$ cat config.mk
export PLATFORM = sky130hd
export DESIGN_NAME = pid_levitation_duty_controller
export DESIGN_NICKNAME = d
export VERILOG_FILES = /design/src/pld_pkg.sv /design/src/pid_levitation_duty_controller.sv /design/src/pld_div.sv /design/src/pld_datapath.sv /design/src/pld_ctrl.sv
export SDC_FILE = /design/constraint.sdc
export NUM_CORES = 1
export LEC_CHECK = 0
export BUFFER_PORTS_ARGS = -buffer_cell sky130_fd_sc_hd__buf_2
export CORE_AREA = 4 4 304 187
export DETAILED_ROUTE_END_ITERATION = 8
export DIE_AREA = 0 0 308 191
export PLACE_DENSITY_LB_ADDON = 0.05
export SLEW_MARGIN = 10
export SYNTH_ARGS = -nofsm -noshare
export SYNTH_HDL_FRONTEND = slang
export SYNTH_SLANG_ARGS = --single-unit
$ cat constraint.sdc
create_clock -name clk_i -period 34.3 [get_ports clk_i]
set_input_delay 1.715 -clock clk_i [delete_from_list [all_inputs] [get_ports clk_i]]
set_output_delay 1.715 -clock clk_i [all_outputs]
set_load 0.005 [all_outputs]
$ cat src/pld_pkg.sv
// Shared types and constants of the levitation duty controller.
// Used by the divider, the datapath, the controller and the top level.
`timescale 1ns / 1ps

package pld_pkg;

  localparam int SAMPLE_W    = 12;
  localparam int POS_W       = 10;
  localparam int GAIN_W      = 4;
  localparam int DIVR_W      = 8;
  localparam int PCT_W       = 7;
  localparam int PWM_W       = 15;
  localparam int CFG_IDX_W   = 3;
  localparam int CFG_DATA_W  = 10;
  localparam int ERR_W       = 11;
  localparam int SUM_W       = 10;
  localparam int DIFF_W      = 12;
  localparam int DTERM_W     = 21;
  localparam int PID_W       = 22;
  localparam int CORR_W      = 26;
  localparam int DIV_W       = 26;
  localparam int DUTY_W      = 28;
  localparam int PREV_W      = 16;
  localparam int ACC_W       = 8;
  localparam int BOOST_W     = 4;

  localparam int SUM_LIMIT    = 1023;
  localparam int JUMP_LIMIT   = 10;
  localparam int BOOST_AT     = 10;
  localparam int FULL_DUTY    = 100;
  localparam int COMPARE_STEP = 312;
  localparam int PREV_RESET   = 50;
  localparam int PREV_MAX     = 32767;
  localparam int PREV_MIN     = -32768;

  localparam int TARGET_RESET = 533;
  localparam int GAIN_RESET   = 3;
  localparam int IDIV_RESET   = 7;
  localparam int PDIV_RESET   = 4;
  localparam int DGAIN_RESET  = 2;
  localparam int SDIV_RESET   = 13;
  localparam int DMAX_RESET   = 72;
  localparam int DTHR_RESET   = 64;

  typedef enum logic [CFG_IDX_W-1:0] {
    REG_TARGET,
    REG_GAIN,
    REG_IDIV,
    REG_PDIV,
    REG_DGAIN,
    REG_SDIV,
    REG_DMAX,
    REG_DTHR
  } cfg_reg_e;

  typedef enum logic [1:0] {
    DIV_SEL_INT,
    DIV_SEL_PROP,
    DIV_SEL_STEP
  } div_sel_e;

  typedef enum logic [3:0] {
    S_IDLE,
    S_INT,
    S_INT_W,
    S_PROP,
    S_PROP_W,
    S_GAIN,
    S_STEP,
    S_STEP_W,
    S_COMMIT
  } state_e;

  typedef struct packed {
    logic     load;
    logic     div_start;
    div_sel_e div_sel;
    logic     cap_int;
    logic     cap_prop;
    logic     cap_step;
    logic     deriv;
    logic     gain;
    logic     commit;
  } cmd_t;

  typedef struct packed {
    logic div_busy;
    logic div_done;
    logic out_free;
  } status_t;

endpackage

$ cat src/pid_levitation_duty_controller.sv
// PID duty controller for a levitation loop: one sensor word in, one duty word out.
// Flow: a sample is taken, then three signed divisions (integral, proportional and duty step)
// run in turn on one divider producing two quotient bits per cycle, the overall gain being
// applied between the second and the third; the result is then committed. Each division has
// a start step, the quotient-bit steps and a capture step. The next sample can be accepted at
// the same edge at which the result word of the last one can first be taken.
// A new sample is taken only when the previous one has been committed; a finished result
// may still wait in the output register meanwhile. Depends on pld_pkg, pld_ctrl,
// pld_datapath and pld_div.
`timescale 1ns / 1ps

module pid_levitation_duty_controller (
  input  logic                           clk_i,
  input  logic                           rst_ni,
  input  logic                           s_axis_tvalid,
  output logic                           s_axis_tready,
  input  logic [15:0]                    s_axis_tdata,  // [11:0] sensor_sample, rest zero
  output logic                           m_axis_tvalid,
  input  logic                           m_axis_tready,
  output logic [23:0]                    m_axis_tdata,  // [6:0] duty_percent,
                                                        // [21:7] pwm_compare, rest zero
  input  logic                           cfg_we_i,
  input  logic [pld_pkg::CFG_IDX_W-1:0]  cfg_idx_i,
  input  logic [pld_pkg::CFG_DATA_W-1:0] cfg_data_i
);
  import pld_pkg::*;

  cmd_t             cmd;
  status_t          status;
  logic [PCT_W-1:0] duty;
  logic [PWM_W-1:0] pwm;

  pld_ctrl u_ctrl (
    .clk_i      (clk_i),
    .rst_ni     (rst_ni),
    .in_valid_i (s_axis_tvalid),
    .in_ready_o (s_axis_tready),
    .status_i   (status),
    .cmd_o      (cmd)
  );

  pld_datapath u_dp (
    .clk_i       (clk_i),
    .rst_ni      (rst_ni),
    .cfg_we_i    (cfg_we_i),
    .cfg_idx_i   (cfg_idx_i),
    .cfg_data_i  (cfg_data_i),
    .sample_i    (s_axis_tdata[SAMPLE_W-1:0]),
    .cmd_i       (cmd),
    .status_o    (status),
    .out_valid_o (m_axis_tvalid),
    .out_ready_i (m_axis_tready),
    .duty_o      (duty),
    .pwm_o       (pwm)
  );

  assign m_axis_tdata = {{(24 - PWM_W - PCT_W){1'b0}}, pwm, duty};

  // The divider is never restarted while it is still working on a quotient.
  assert property (@(posedge clk_i) disable iff (!rst_ni)
    cmd.div_start |-> !status.div_busy)
    else $error("divider started while busy");

  // A result is only committed when the output register can take it.
  assert property (@(posedge clk_i) disable iff (!rst_ni)
    cmd.commit |-> status.out_free)
    else $error("result committed over a waiting word");

  // Once a sample is taken, no further sample is accepted on the next cycle.
  assert property (@(posedge clk_i) disable iff (!rst_ni)
    (s_axis_tvalid && s_axis_tready) |=> !s_axis_tready)
    else $error("sample accepted while one is in flight");

  // The shown duty stays within full scale and the compare value matches it.
  assert property (@(posedge clk_i) disable iff (!rst_ni)
    m_axis_tvalid |-> (duty <= PCT_W'(FULL_DUTY)) &&
      (pwm == PWM_W'((PCT_W'(FULL_DUTY) - duty) * PWM_W'(COMPARE_STEP))))
    else $error("duty word out of range or compare value inconsistent");

endmodule

$ cat src/pld_div.sv
// Shared signed divider, two quotient bits per cycle, truncating toward zero.
// Depends on pld_pkg for the operand widths.
`timescale 1ns / 1ps

module pld_div (
  input  logic                              clk_i,
  input  logic                              rst_ni,
  input  logic                              start_i,
  input  logic signed [pld_pkg::DIV_W-1:0]  dividend_i,
  input  logic        [pld_pkg::DIVR_W-1:0] divisor_i,
  output logic                              busy_o,
  output logic                              done_o,
  output logic signed [pld_pkg::DIV_W-1:0]  quotient_o
);
  import pld_pkg::*;

  localparam int STEPS = DIV_W / 2;
  localparam int CNT_W = $clog2(STEPS + 1);

  logic [DIV_W-1:0]  mag_q;
  logic [DIVR_W-1:0] dsr_q;
  logic [DIVR_W-1:0] rem_q;
  logic              neg_q;
  logic [CNT_W-1:0]  cnt_q;
  logic              busy_q;
  logic              done_q;

  logic [DIVR_W:0]   t1, r1, t2, r2;
  logic              b1, b2;

  // Two restoring steps per cycle; the quotient bits shift in behind the dividend.
  always_comb begin
    t1 = {rem_q, mag_q[DIV_W-1]};
    b1 = (t1 >= {1'b0, dsr_q});
    r1 = b1 ? (t1 - {1'b0, dsr_q}) : t1;
    t2 = {r1[DIVR_W-1:0], mag_q[DIV_W-2]};
    b2 = (t2 >= {1'b0, dsr_q});
    r2 = b2 ? (t2 - {1'b0, dsr_q}) : t2;
  end

  always_ff @(posedge clk_i or negedge rst_ni) begin
    if (!rst_ni) begin
      busy_q <= 1'b0;
      done_q <= 1'b0;
      cnt_q  <= '0;
    end else begin
      done_q <= 1'b0;
      if (start_i) begin
        busy_q <= 1'b1;
        cnt_q  <= CNT_W'(STEPS);
      end else if (busy_q) begin
        cnt_q <= cnt_q - 1'b1;
        if (cnt_q == CNT_W'(1)) begin
          busy_q <= 1'b0;
          done_q <= 1'b1;
        end
      end
    end
  end

  always_ff @(posedge clk_i) begin
    if (start_i) begin
      neg_q <= dividend_i[DIV_W-1];
      mag_q <= dividend_i[DIV_W-1] ? (~dividend_i + 1'b1) : dividend_i;
      // A divisor of zero behaves as one.
      dsr_q <= (divisor_i == '0) ? DIVR_W'(1) : divisor_i;
      rem_q <= '0;
    end else if (busy_q) begin
      mag_q <= {mag_q[DIV_W-3:0], b1, b2};
      rem_q <= r2[DIVR_W-1:0];
    end
  end

  assign busy_o     = busy_q;
  assign done_o     = done_q;
  assign quotient_o = neg_q ? $signed(~mag_q + 1'b1) : $signed(mag_q);

endmodule

$ cat src/pld_datapath.sv
// Datapath of the duty controller: settings, loop state, PID terms and the output word.
// Depends on pld_pkg and instantiates pld_div.
`timescale 1ns / 1ps

module pld_datapath (
  input  logic                               clk_i,
  input  logic                               rst_ni,
  input  logic                               cfg_we_i,
  input  logic [pld_pkg::CFG_IDX_W-1:0]      cfg_idx_i,
  input  logic [pld_pkg::CFG_DATA_W-1:0]     cfg_data_i,
  input  logic [pld_pkg::SAMPLE_W-1:0]       sample_i,
  input  pld_pkg::cmd_t                      cmd_i,
  output pld_pkg::status_t                   status_o,
  output logic                               out_valid_o,
  input  logic                               out_ready_i,
  output logic [pld_pkg::PCT_W-1:0]          duty_o,
  output logic [pld_pkg::PWM_W-1:0]          pwm_o
);
  import pld_pkg::*;

  // Settings
  logic [POS_W-1:0]  target_q;
  logic [GAIN_W-1:0] gain_q;
  logic [DIVR_W-1:0] idiv_q, pdiv_q, dgain_q, sdiv_q;
  logic [PCT_W-1:0]  dmax_q, dthr_q;

  // Loop state
  logic        [SUM_W-1:0]   error_sum_q;
  logic signed [ERR_W-1:0]   last_err_q;
  logic        [ACC_W-1:0]   acc_q;
  logic signed [PREV_W-1:0]  prev_q;
  logic        [BOOST_W-1:0] boost_q;

  // Working registers of one sample
  logic signed [ERR_W-1:0]   err_q;
  logic signed [DTERM_W-1:0] dterm_q;
  logic        [SUM_W-1:0]   iterm_q;
  logic signed [ERR_W-1:0]   pterm_q;
  logic signed [CORR_W-1:0]  corr_q;
  logic signed [DIV_W-1:0]   stepq_q;

  logic                      out_valid_q;
  logic [PCT_W-1:0]          out_duty_q;
  logic [PWM_W-1:0]          out_pwm_q;

  logic [POS_W-1:0]          sample10;
  logic signed [ERR_W-1:0]   err_w;
  logic signed [SUM_W+1:0]   sum_w;
  logic [SUM_W-1:0]          sum_clamped;
  logic signed [DIFF_W-1:0]  diff_w;
  logic signed [DTERM_W-1:0] dterm_w;
  logic signed [PID_W-1:0]   pid_w;
  logic signed [CORR_W-1:0]  corr_w;
  logic signed [DIV_W-1:0]   div_dividend;
  logic [DIVR_W-1:0]         div_divisor;
  logic signed [DIV_W-1:0]   div_quot;
  logic                      div_busy, div_done;

  logic signed [DUTY_W-1:0]  duty_w, jump_w, sel_w;
  logic                      reject;
  logic signed [PREV_W-1:0]  prev_d;
  logic [ACC_W-1:0]          lim_d;
  logic [BOOST_W-1:0]        boost_d;
  logic [PCT_W-1:0]          shown;
  logic [PCT_W-1:0]          rest;
  logic [PWM_W-1:0]          pwm_d;

  always_ff @(posedge clk_i or negedge rst_ni) begin
    if (!rst_ni) begin
      target_q <= POS_W'(TARGET_RESET);
      gain_q   <= GAIN_W'(GAIN_RESET);
      idiv_q   <= DIVR_W'(IDIV_RESET);
      pdiv_q   <= DIVR_W'(PDIV_RESET);
      dgain_q  <= DIVR_W'(DGAIN_RESET);
      sdiv_q   <= DIVR_W'(SDIV_RESET);
      dmax_q   <= PCT_W'(DMAX_RESET);
      dthr_q   <= PCT_W'(DTHR_RESET);
    end else if (cfg_we_i) begin
      case (cfg_reg_e'(cfg_idx_i))
        REG_TARGET: target_q <= cfg_data_i[POS_W-1:0];
        REG_GAIN:   gain_q   <= cfg_data_i[GAIN_W-1:0];
        REG_IDIV:   idiv_q   <= cfg_data_i[DIVR_W-1:0];
        REG_PDIV:   pdiv_q   <= cfg_data_i[DIVR_W-1:0];
        REG_DGAIN:  dgain_q  <= cfg_data_i[DIVR_W-1:0];
        REG_SDIV:   sdiv_q   <= cfg_data_i[DIVR_W-1:0];
        REG_DMAX:   dmax_q   <= cfg_data_i[PCT_W-1:0];
        REG_DTHR:   dthr_q   <= cfg_data_i[PCT_W-1:0];
        default:    ;
      endcase
    end
  end

  // Error and clamped error sum, formed as the sample word is taken.
  always_comb begin
    sample10 = sample_i[SAMPLE_W-1:SAMPLE_W-POS_W];
    err_w    = $signed({1'b0, target_q}) - $signed({1'b0, sample10});
    sum_w    = $signed({2'b00, error_sum_q}) + $signed({err_w[ERR_W-1], err_w});
    if (sum_w > SUM_LIMIT) begin
      sum_clamped = SUM_W'(SUM_LIMIT);
    end else if (sum_w < 0) begin
      sum_clamped = '0;
    end else begin
      sum_clamped = sum_w[SUM_W-1:0];
    end
  end

  always_comb begin
    diff_w  = $signed({err_q[ERR_W-1], err_q}) - $signed({last_err_q[ERR_W-1], last_err_q});
    dterm_w = diff_w * $signed({1'b0, dgain_q});
    pid_w   = $signed({{(PID_W-ERR_W){pterm_q[ERR_W-1]}}, pterm_q})
            + $signed({{(PID_W-SUM_W){1'b0}}, iterm_q})
            + $signed({dterm_q[DTERM_W-1], dterm_q});
    corr_w  = pid_w * $signed({1'b0, gain_q});
  end

  always_comb begin
    case (cmd_i.div_sel)
      DIV_SEL_INT: begin
        div_dividend = $signed({{(DIV_W-SUM_W){1'b0}}, error_sum_q});
        div_divisor  = idiv_q;
      end
      DIV_SEL_PROP: begin
        div_dividend = $signed({{(DIV_W-ERR_W){err_q[ERR_W-1]}}, err_q});
        div_divisor  = pdiv_q;
      end
      DIV_SEL_STEP: begin
        div_dividend = $signed({{(DIV_W-POS_W){1'b0}}, target_q}) - corr_q;
        div_divisor  = sdiv_q;
      end
      default: begin
        div_dividend = '0;
        div_divisor  = idiv_q;
      end
    endcase
  end

  pld_div u_div (
    .clk_i      (clk_i),
    .rst_ni     (rst_ni),
    .start_i    (cmd_i.div_start),
    .dividend_i (div_dividend),
    .divisor_i  (div_divisor),
    .busy_o     (div_busy),
    .done_o     (div_done),
    .quotient_o (div_quot)
  );

  // Jump rejection, previous-duty saturation and limiting with the periodic boost.
  always_comb begin
    duty_w = $signed({{(DUTY_W-ACC_W){1'b0}}, acc_q})
           + $signed({{(DUTY_W-DIV_W){stepq_q[DIV_W-1]}}, stepq_q});
    jump_w = duty_w - $signed({{(DUTY_W-PREV_W){prev_q[PREV_W-1]}}, prev_q});
    reject = (jump_w > JUMP_LIMIT) || (jump_w < -JUMP_LIMIT);
    sel_w  = reject ? $signed({{(DUTY_W-PREV_W){prev_q[PREV_W-1]}}, prev_q}) : duty_w;

    if (sel_w > PREV_MAX) begin
      prev_d = PREV_W'(PREV_MAX);
    end else if (sel_w < PREV_MIN) begin
      prev_d = PREV_W'(PREV_MIN);
    end else begin
      prev_d = sel_w[PREV_W-1:0];
    end

    boost_d = boost_q;
    if (sel_w > $signed({1'b0, dthr_q})) begin
      if (boost_q == BOOST_W'(BOOST_AT)) begin
        lim_d   = ACC_W'({1'b0, dmax_q}) + ACC_W'(2);
        boost_d = BOOST_W'(1);
      end else begin
        lim_d   = ACC_W'({1'b0, dmax_q});
        boost_d = boost_q + 1'b1;
      end
    end else if (sel_w < 0) begin
      lim_d = '0;
    end else begin
      lim_d = sel_w[ACC_W-1:0];
    end

    shown = (lim_d > ACC_W'(FULL_DUTY)) ? PCT_W'(FULL_DUTY) : lim_d[PCT_W-1:0];
    rest  = PCT_W'(FULL_DUTY) - shown;
    pwm_d = PWM_W'(rest * PWM_W'(COMPARE_STEP));
  end

  always_ff @(posedge clk_i or negedge rst_ni) begin
    if (!rst_ni) begin
      error_sum_q <= '0;
      last_err_q  <= '0;
      acc_q       <= '0;
      prev_q      <= PREV_W'(PREV_RESET);
      boost_q     <= '0;
      out_valid_q <= 1'b0;
    end else begin
      if (cmd_i.load) begin
        error_sum_q <= sum_clamped;
      end
      if (cmd_i.deriv) begin
        last_err_q <= err_q;
      end
      if (cmd_i.commit) begin
        acc_q       <= lim_d;
        prev_q      <= prev_d;
        boost_q     <= boost_d;
        out_valid_q <= 1'b1;
      end else if (out_ready_i) begin
        out_valid_q <= 1'b0;
      end
    end
  end

  always_ff @(posedge clk_i) begin
    if (cmd_i.load)     err_q     <= err_w;
    if (cmd_i.deriv)    dterm_q   <= dterm_w;
    if (cmd_i.cap_int)  iterm_q   <= div_quot[SUM_W-1:0];
    if (cmd_i.cap_prop) pterm_q   <= div_quot[ERR_W-1:0];
    if (cmd_i.gain)     corr_q    <= corr_w;
    if (cmd_i.cap_step) stepq_q   <= div_quot;
    if (cmd_i.commit) begin
      out_duty_q <= shown;
      out_pwm_q  <= pwm_d;
    end
  end

  assign status_o.div_busy = div_busy;
  assign status_o.div_done = div_done;
  assign status_o.out_free = !out_valid_q || out_ready_i;

  assign out_valid_o = out_valid_q;
  assign duty_o      = out_duty_q;
  assign pwm_o       = out_pwm_q;

endmodule

$ cat src/pld_ctrl.sv
// Sequencer of the duty controller: walks one sample through the shared divider.
// Depends on pld_pkg for the state, command and status types.
`timescale 1ns / 1ps

module pld_ctrl (
  input  logic              clk_i,
  input  logic              rst_ni,
  input  logic              in_valid_i,
  output logic              in_ready_o,
  input  pld_pkg::status_t  status_i,
  output pld_pkg::cmd_t     cmd_o
);
  import pld_pkg::*;

  state_e state_q, state_d;

  always_ff @(posedge clk_i or negedge rst_ni) begin
    if (!rst_ni) begin
      state_q <= S_IDLE;
    end else begin
      state_q <= state_d;
    end
  end

  always_comb begin
    state_d       = state_q;
    cmd_o         = '0;
    cmd_o.div_sel = DIV_SEL_INT;
    in_ready_o    = 1'b0;
    case (state_q)
      S_IDLE: begin
        in_ready_o = 1'b1;
        if (in_valid_i) begin
          cmd_o.load = 1'b1;
          state_d    = S_INT;
        end
      end
      S_INT: begin
        cmd_o.div_start = 1'b1;
        cmd_o.div_sel   = DIV_SEL_INT;
        cmd_o.deriv     = 1'b1;
        state_d         = S_INT_W;
      end
      S_INT_W: begin
        if (status_i.div_done) begin
          cmd_o.cap_int = 1'b1;
          state_d       = S_PROP;
        end
      end
      S_PROP: begin
        cmd_o.div_start = 1'b1;
        cmd_o.div_sel   = DIV_SEL_PROP;
        state_d         = S_PROP_W;
      end
      S_PROP_W: begin
        if (status_i.div_done) begin
          cmd_o.cap_prop = 1'b1;
          state_d        = S_GAIN;
        end
      end
      S_GAIN: begin
        cmd_o.gain = 1'b1;
        state_d    = S_STEP;
      end
      S_STEP: begin
        cmd_o.div_start = 1'b1;
        cmd_o.div_sel   = DIV_SEL_STEP;
        state_d         = S_STEP_W;
      end
      S_STEP_W: begin
        cmd_o.div_sel = DIV_SEL_STEP;
        if (status_i.div_done) begin
          cmd_o.cap_step = 1'b1;
          state_d        = S_COMMIT;
        end
      end
      S_COMMIT: begin
        // The result word waits here until the output register is free.
        if (status_i.out_free) begin
          cmd_o.commit = 1'b1;
          state_d      = S_IDLE;
        end
      end
      default: begin
        state_d = S_IDLE;
      end
    endcase
  end

endmodule
; ---- Word-level counts from Yosys, hierarchy flattened
; Index checks and enable logic that the tools add are counted.
[word_totals]
reg_bits = 287
in_bits = 34
out_inout_bits = 26
wordCells = 154
[op_classes]
n_addsub = 16
multipliers = 3
magnitude_cmp = 11
n_eq_ne = 24
mux = 47
bitwise = 2
n_reduce_logical = 21
[ops]
columns = operator, n
row1 = 2-to-1 mux 26 bit, 4
row2 = case mux 26 bit (3 select lines), 1
row3 = adder 26 x 1 -> 26 bit (second input constant), 2
row4 = NOT 26 bit, 2
row5 = 2-to-1 mux 8 bit, 5
row6 = case mux 4 bit (9 select lines), 1
row7 = 2-to-1 mux 16 bit, 2
row8 = 2-to-1 mux 4 bit, 8
row9 = > comparator 28 x 16 -> 1 bit (second input constant), 1
row10 = > comparator 28 x 5 -> 1 bit (second input constant), 1
row11 = > comparator 28 x 8 -> 1 bit, 1
row12 = < comparator 28 x 1 -> 1 bit (second input constant), 1
row13 = < comparator 28 x 16 -> 1 bit (second input constant), 1
row14 = < comparator 28 x 5 -> 1 bit (second input constant), 1
row15 = 2-to-1 mux 28 bit, 1
row16 = subtractor 27 x 16 -> 28 bit, 1
row17 = adder 9 x 26 -> 27 bit, 1
row18 = multiplier 22 x 5 -> 26 bit, 1
row19 = subtractor 11 x 26 -> 26 bit, 1
row20 = adder 11 x 11 -> 12 bit, 2
row21 = adder 12 x 21 -> 22 bit, 1
row22 = multiplier 12 x 9 -> 21 bit, 1
row23 = 2-to-1 mux 1 bit, 20
row24 = 2-to-1 mux 10 bit, 2
row25 = other kinds (37), 62

; ---- Depth between registers and ports, before layout
[depth]
word_depth = 12
depth_mapped = 56
mapped_depth_nobuf = 54

; ---- Hierarchy
; A second synthesis with hierarchy kept.
[unflattened]
hier_cells = 2845
hier_area_um2 = 26705.6
[modules_own_cells]
columns = module, instances, cells_each, area_each_um2, seq_area_each_um2
row1 = pld_datapath, 1, 2398, 22571.6, 6441.2
row2 = pld_div, 1, 405, 3814.9, 1361.3
row3 = pld_ctrl, 1, 39, 300.3, 100.1
row4 = pid_levitation_duty_controller, 1, 3, 18.8, 0.0

; ---- Least setup slack after synthesis
; Ideal clock, no wire load.
[synth_path]
path_type = flip-flop to flip-flop
start = register u_dp.acc_q[0]
end = register u_dp.out_pwm_q[14] (netlist: u_dp.pwm_o[14]), data pin
setup_ns = 0.273
arrival_time_ns = 10.695
required_ns = 34.027
setup_slack_ns = 23.331
stages_incl_launch_ff = 54
path_buffers = 4
synth_period_minus_slack_ns = 10.969
path_cell_list = dfrtp_1 > ha_1 > inv_1 > fa_1 > nor2b_1 > o31a_1 > o211a_1 > clkbuf_1 > nand4_1 > xnor2_1 > ha_1 > and2_0 > clkbuf_1 > and3_1 > and2_1 > a211oi_2 > a311o_1 > a2111oi_2 > [18 not listed] > o2bb2ai_1 > nand2_1 > ha_1 > a31o_1 > a31oi_1 > xnor2_1 > fa_1 > ha_1 > fa_1 > ha_1 > inv_1 > nor2_1 > nor2_1 > o21bai_1 > a21oi_1 > o21bai_1 > maj3_1 > xor2_1
[synth_between]
elab_chain_len = 12
word_cells_on_any_way = 14
classes_between = add/sub (3) / mul (1) / order compare (5) / mux (4) / reduce/logical (1)
[synth_rtl]
columns = element, line
row1 = from (decl), pld_datapath.sv:30  ; logic [ACC_W-1:0] acc_q;
row2 = from (signal assigned), pld_datapath.sv:200  ; acc_q <= lim_d;
row3 = adder 9 x 26 -> 27 bit (*), pld_datapath.sv:151  ; + $signed({{(DUTY_W-DIV_W){stepq_q[DIV_W-1]}}, stepq_q});
row4 = subtractor 27 x 16 -> 28 bit, pld_datapath.sv:152  ; jump_w = duty_w - $signed({{(DUTY_W-PREV_W){prev_q[PREV_W-1]}}, prev_q});
row5 = > comparator 28 x 5 -> 1 bit / < comparator 28 x 5 -> 1 bit (equally long branches), pld_datapath.sv:153  ; reject = (jump_w > JUMP_LIMIT) || (jump_w < -JUMP_LIMIT);
row6 = logical OR 1 bit, pld_datapath.sv:153
row7 = 2-to-1 mux 28 bit (*), pld_datapath.sv:154  ; sel_w = reject ? $signed({{(DUTY_W-PREV_W){prev_q[PREV_W-1]}}, prev_q}) : duty_w;
row8 = < comparator 28 x 1 -> 1 bit, pld_datapath.sv:173  ; end else if (sel_w < 0) begin
row9 = 2-to-1 mux 8 bit, pld_datapath.sv:173
row10 = 2-to-1 mux 8 bit (*), pld_datapath.sv:165  ; if (sel_w > $signed({1'b0, dthr_q})) begin
row11 = > comparator 8 x 7 -> 1 bit, pld_datapath.sv:179  ; shown = (lim_d > ACC_W'(FULL_DUTY)) ? PCT_W'(FULL_DUTY) : lim_d[PCT_W-1:0];
row12 = 2-to-1 mux 7 bit (*), pld_datapath.sv:179
row13 = subtractor 7 bit (*), pld_datapath.sv:180  ; rest = PCT_W'(FULL_DUTY) - shown;
row14 = multiplier 7 x 6 -> 12 bit (*), pld_datapath.sv:181  ; pwm_d = PWM_W'(rest * PWM_W'(COMPARE_STEP));
row15 = via u_dp.pwm_d[14], pld_datapath.sv:66  ; logic [PWM_W-1:0] pwm_d;
row16 = to (signal assigned), pld_datapath.sv:219  ; out_pwm_q <= pwm_d;
row17 = to (decl), pld_datapath.sv:44  ; logic [PWM_W-1:0] out_pwm_q;
; The timed path passes the listed nets; every way through them passes the cells marked *.
; A chain may end at the register's enable or synchronous reset.

; ---- Worst setup path after layout
; Same ends and word-level chain as after synthesis.

==> run summary <==
Final worst path period share: 39.7%
Critical path class: flip-flop to flip-flop
Layout cell share with drive strength beyond 1: 8.12%
Final Setup Violations: 0
Top cell by count, worst path: ha_1
RSZ-0062 raised after global routing: no
Max Cap Viol: 0
Top_reg_cell synth: edfxtp_1
Routability cong.: 0.886
Wire length per cell: 18.8 um
CTS sink count: 285
Slew Viols, Final: 0
Worst Hold Class: flip-flop to flip-flop
Final-layout fill cell count: 4895
Antenna fix cells: 0
Clk root buf: clkbuf_16
CP endpoint kind: flip-flop
Largest net degree at the start of global routing: 68
I/O pin cnt: 60
Asr flop ratio synth: 42.1%
Setup repair bufs after CTS: 0
First-pass GRT wire length: 112 mm
Core ar.: 53800 um^2
# rows: 66
DIE AREA: 58800 um^2
CTS tree: yes
Worst-Margin Slew: 1160 ps
Initial Util: 49.8%
Syn-to-layout area delta: 7.88%
CP required: 34560 ps
Total GRT Usage: 23.9%
Warnings from Yosys: 0
Post-synthesis cell type count: 94
GRT Residual Overflow: 0
Crit path arrival time: 13870 ps
Setup tns final: 0 ps
CP max FO: 19
Max incr delay on CP: 520 ps
Cts bufs inserted: 34
DRT Pass-1 Iters: 6
Final-stage net count: 3348
Cts hold-fix bufs: 0
Slowest-stage cell, CP: fa_1
Via count: 20669
Die H: 191 um
Outcome: finished, final reports clean
Vias in the first global route: 20184
DR DRC count: 0
DR iter-0 viols: 1650
Chip width: 308 um
Port buffer count: 48
Drt total wl: 68.8 mm
Max Freq: 0.0735 GHz
Clock Path Buffers: 3
Min Tclk post-route: 13610 ps
Initial antenna violation count: 0
Cells after Synth: 2908
Antenna-violating nets left: 0
Hold WS: 482 ps
Slew HR: 22.2%
Setup ws final: 20690 ps
Type of origin of the critical path: flip-flop
Post-Synthesis Cell Area: 26800 um^2
Flops & latches, synth: 285
Post-synth EDFFs: 157
Count of final hold-check violations: 0
CTS resizes: 0
Post-DP HPWL: 55.0 mm
Register area share after synthesis: 29.5%
Syn avg cell area: 9.20 um^2
Clock transition at path regs: 70 ps
Clock Latency Late Sink: 540 ps
Dpl ws: 20900 ps
CTS HTree Levels: 2
Vias/cell: 5.65
Clock skew: 30.1 ps
[worst max-delay path: cells and delay by family, from the launching register on]
kind / cells / cell delay (ps)
compound gates: 18 / 4230
fa+ha+maj: 10 / 3680
buf+inv: 2 / 150
simple gates: 16 / 4150
flops: 1 / 350
xor+xnor: 3 / 700
[final timing paths]
path,start,endpoint,depth (start not counted),slack [ps]
max reg2reg,u_dp.acc_q[0],u_dp.pwm_o[14],49,20690
min,u_dp.prev_q[7],u_dp.prev_q[7],1,480
max,u_dp.acc_q[0],u_dp.pwm_o[14],49,20690
max in group asynchronous,rst_ni,u_dp.prev_q[11],2,31680
min reg2reg,u_dp.prev_q[7],u_dp.prev_q[7],1,480
min in group asynchronous,rst_ni,u_dp.idiv_q[3],1,1300
[metrics by stage]
stage               instances  instance area, um^2  util, %
global route             3657                28900     53.7
detailed placement       3595                27700     51.4
CTS                      3657                28900     53.7
global placement         3595                27700     51.4
floorplan                2912                26800        -
finish                   3657                28900     53.7
[synth_stat cells (all sizes together), types with 7 or more instances]
cell type | count | area (um^2)
a31oi | 17 | 106
dfrtp | 100 | 2500
and2 | 133 | 832
or4 | 7 | 56.3
xor2 | 59 | 517
o21bai | 38 | 285
inv | 398 | 1490
a21boi | 13 | 97.6
a311oi | 7 | 61.3
and3 | 24 | 155
or2 | 16 | 100
a21o | 53 | 398
a2111oi | 7 | 67.6
xnor2 | 143 | 1260
nor4 | 14 | 87.6
o211ai | 21 | 158
o21ai | 146 | 731
edfxtp | 157 | 4710
ha | 248 | 3100
a211oi | 33 | 258
a21oi | 165 | 826
dfxtp | 8 | 160
o31ai | 17 | 128
nand3b | 7 | 52.6
nor2b | 30 | 188
mux2 | 65 | 732
nor3 | 61 | 310
a22oi | 14 | 105
nand2 | 247 | 930
clkbuf | 73 | 274
nand2b | 33 | 206
nand3 | 37 | 185
o22ai | 7 | 43.8
or3 | 20 | 135
buf | 19 | 125
nand4 | 19 | 119
o21a | 25 | 188
dfstp | 20 | 526
nor2 | 150 | 566
fa | 149 | 2980
nor3b | 13 | 97.6
mux2i | 10 | 100
[layer usage]
metal	vias to the layer above	part of all wire, %	track usage [%]
met5	-	0	0
met4	0	0.96	2.86
met3	59	7.0	4.55
met2	531	37	31.6
met1	10086	55	40.3
li1	9993	-	-
[registers in the layout, summed over array words and instances (netlist names), 10 cells and up]
register and cells:
u_dp.corr_q 26, u_dp.stepq_q 26, u_dp.u_div.mag_q 26, u_dp.dterm_q 21, u_dp.prev_q 16, u_dp.err_q 11, u_dp.last_err_q 11, u_dp.pterm_q 11
u_dp.pwm_o 11, u_dp.error_sum_q 10, u_dp.iterm_q 10, u_dp.target_q 10
[cell families (layout without fill, tap and decap cells)]
group	Yosys count	in the layout	share of synthesized area (%)
buffers and inverters	491	522	7.09
AOI/OAI and AO/OA	624	624	15.1
DFF	285	285	29.5
and+or+nand+nor	832	832	15.7
xor gates and xnor gates	202	202	6.64
muxes	75	75	3.11
other	1	5	0.0140
adders and majority gates	398	398	22.8
[cells in the final DEF, fill, tap and decap left out, types with 47 or more instances in the layout]
master / instances
xor2_1: 59
nor3_1: 58
a21o_1: 53
and2_1: 132
nand2_1: 246
ha_1: 248
o21ai_0: 145
xnor2_1: 142
nor2_1: 149
dfrtp_1: 100
fa_1: 149
buf_2: 47
edfxtp_1: 157
inv_1: 398
a21oi_1: 165
mux2_2: 65
[final cells by class]
cell class / count / area [um^2] / area share [%]
clock buffer: 47 / 1010 / 3.51
clock inverter: 15 / 203 / 0.702
inverter: 399 / 1500 / 5.19
multi-input combinational: 2136 / 17000 / 59.0
sequential: 285 / 7900 / 27.4
tap: 714 / 893 / 3.09
timing repair buffer: 61 / 340 / 1.18
Power is left out: the tool's default activity adds up to more than one toggle a clock period on the data nets, which glitch-free logic cannot reach.
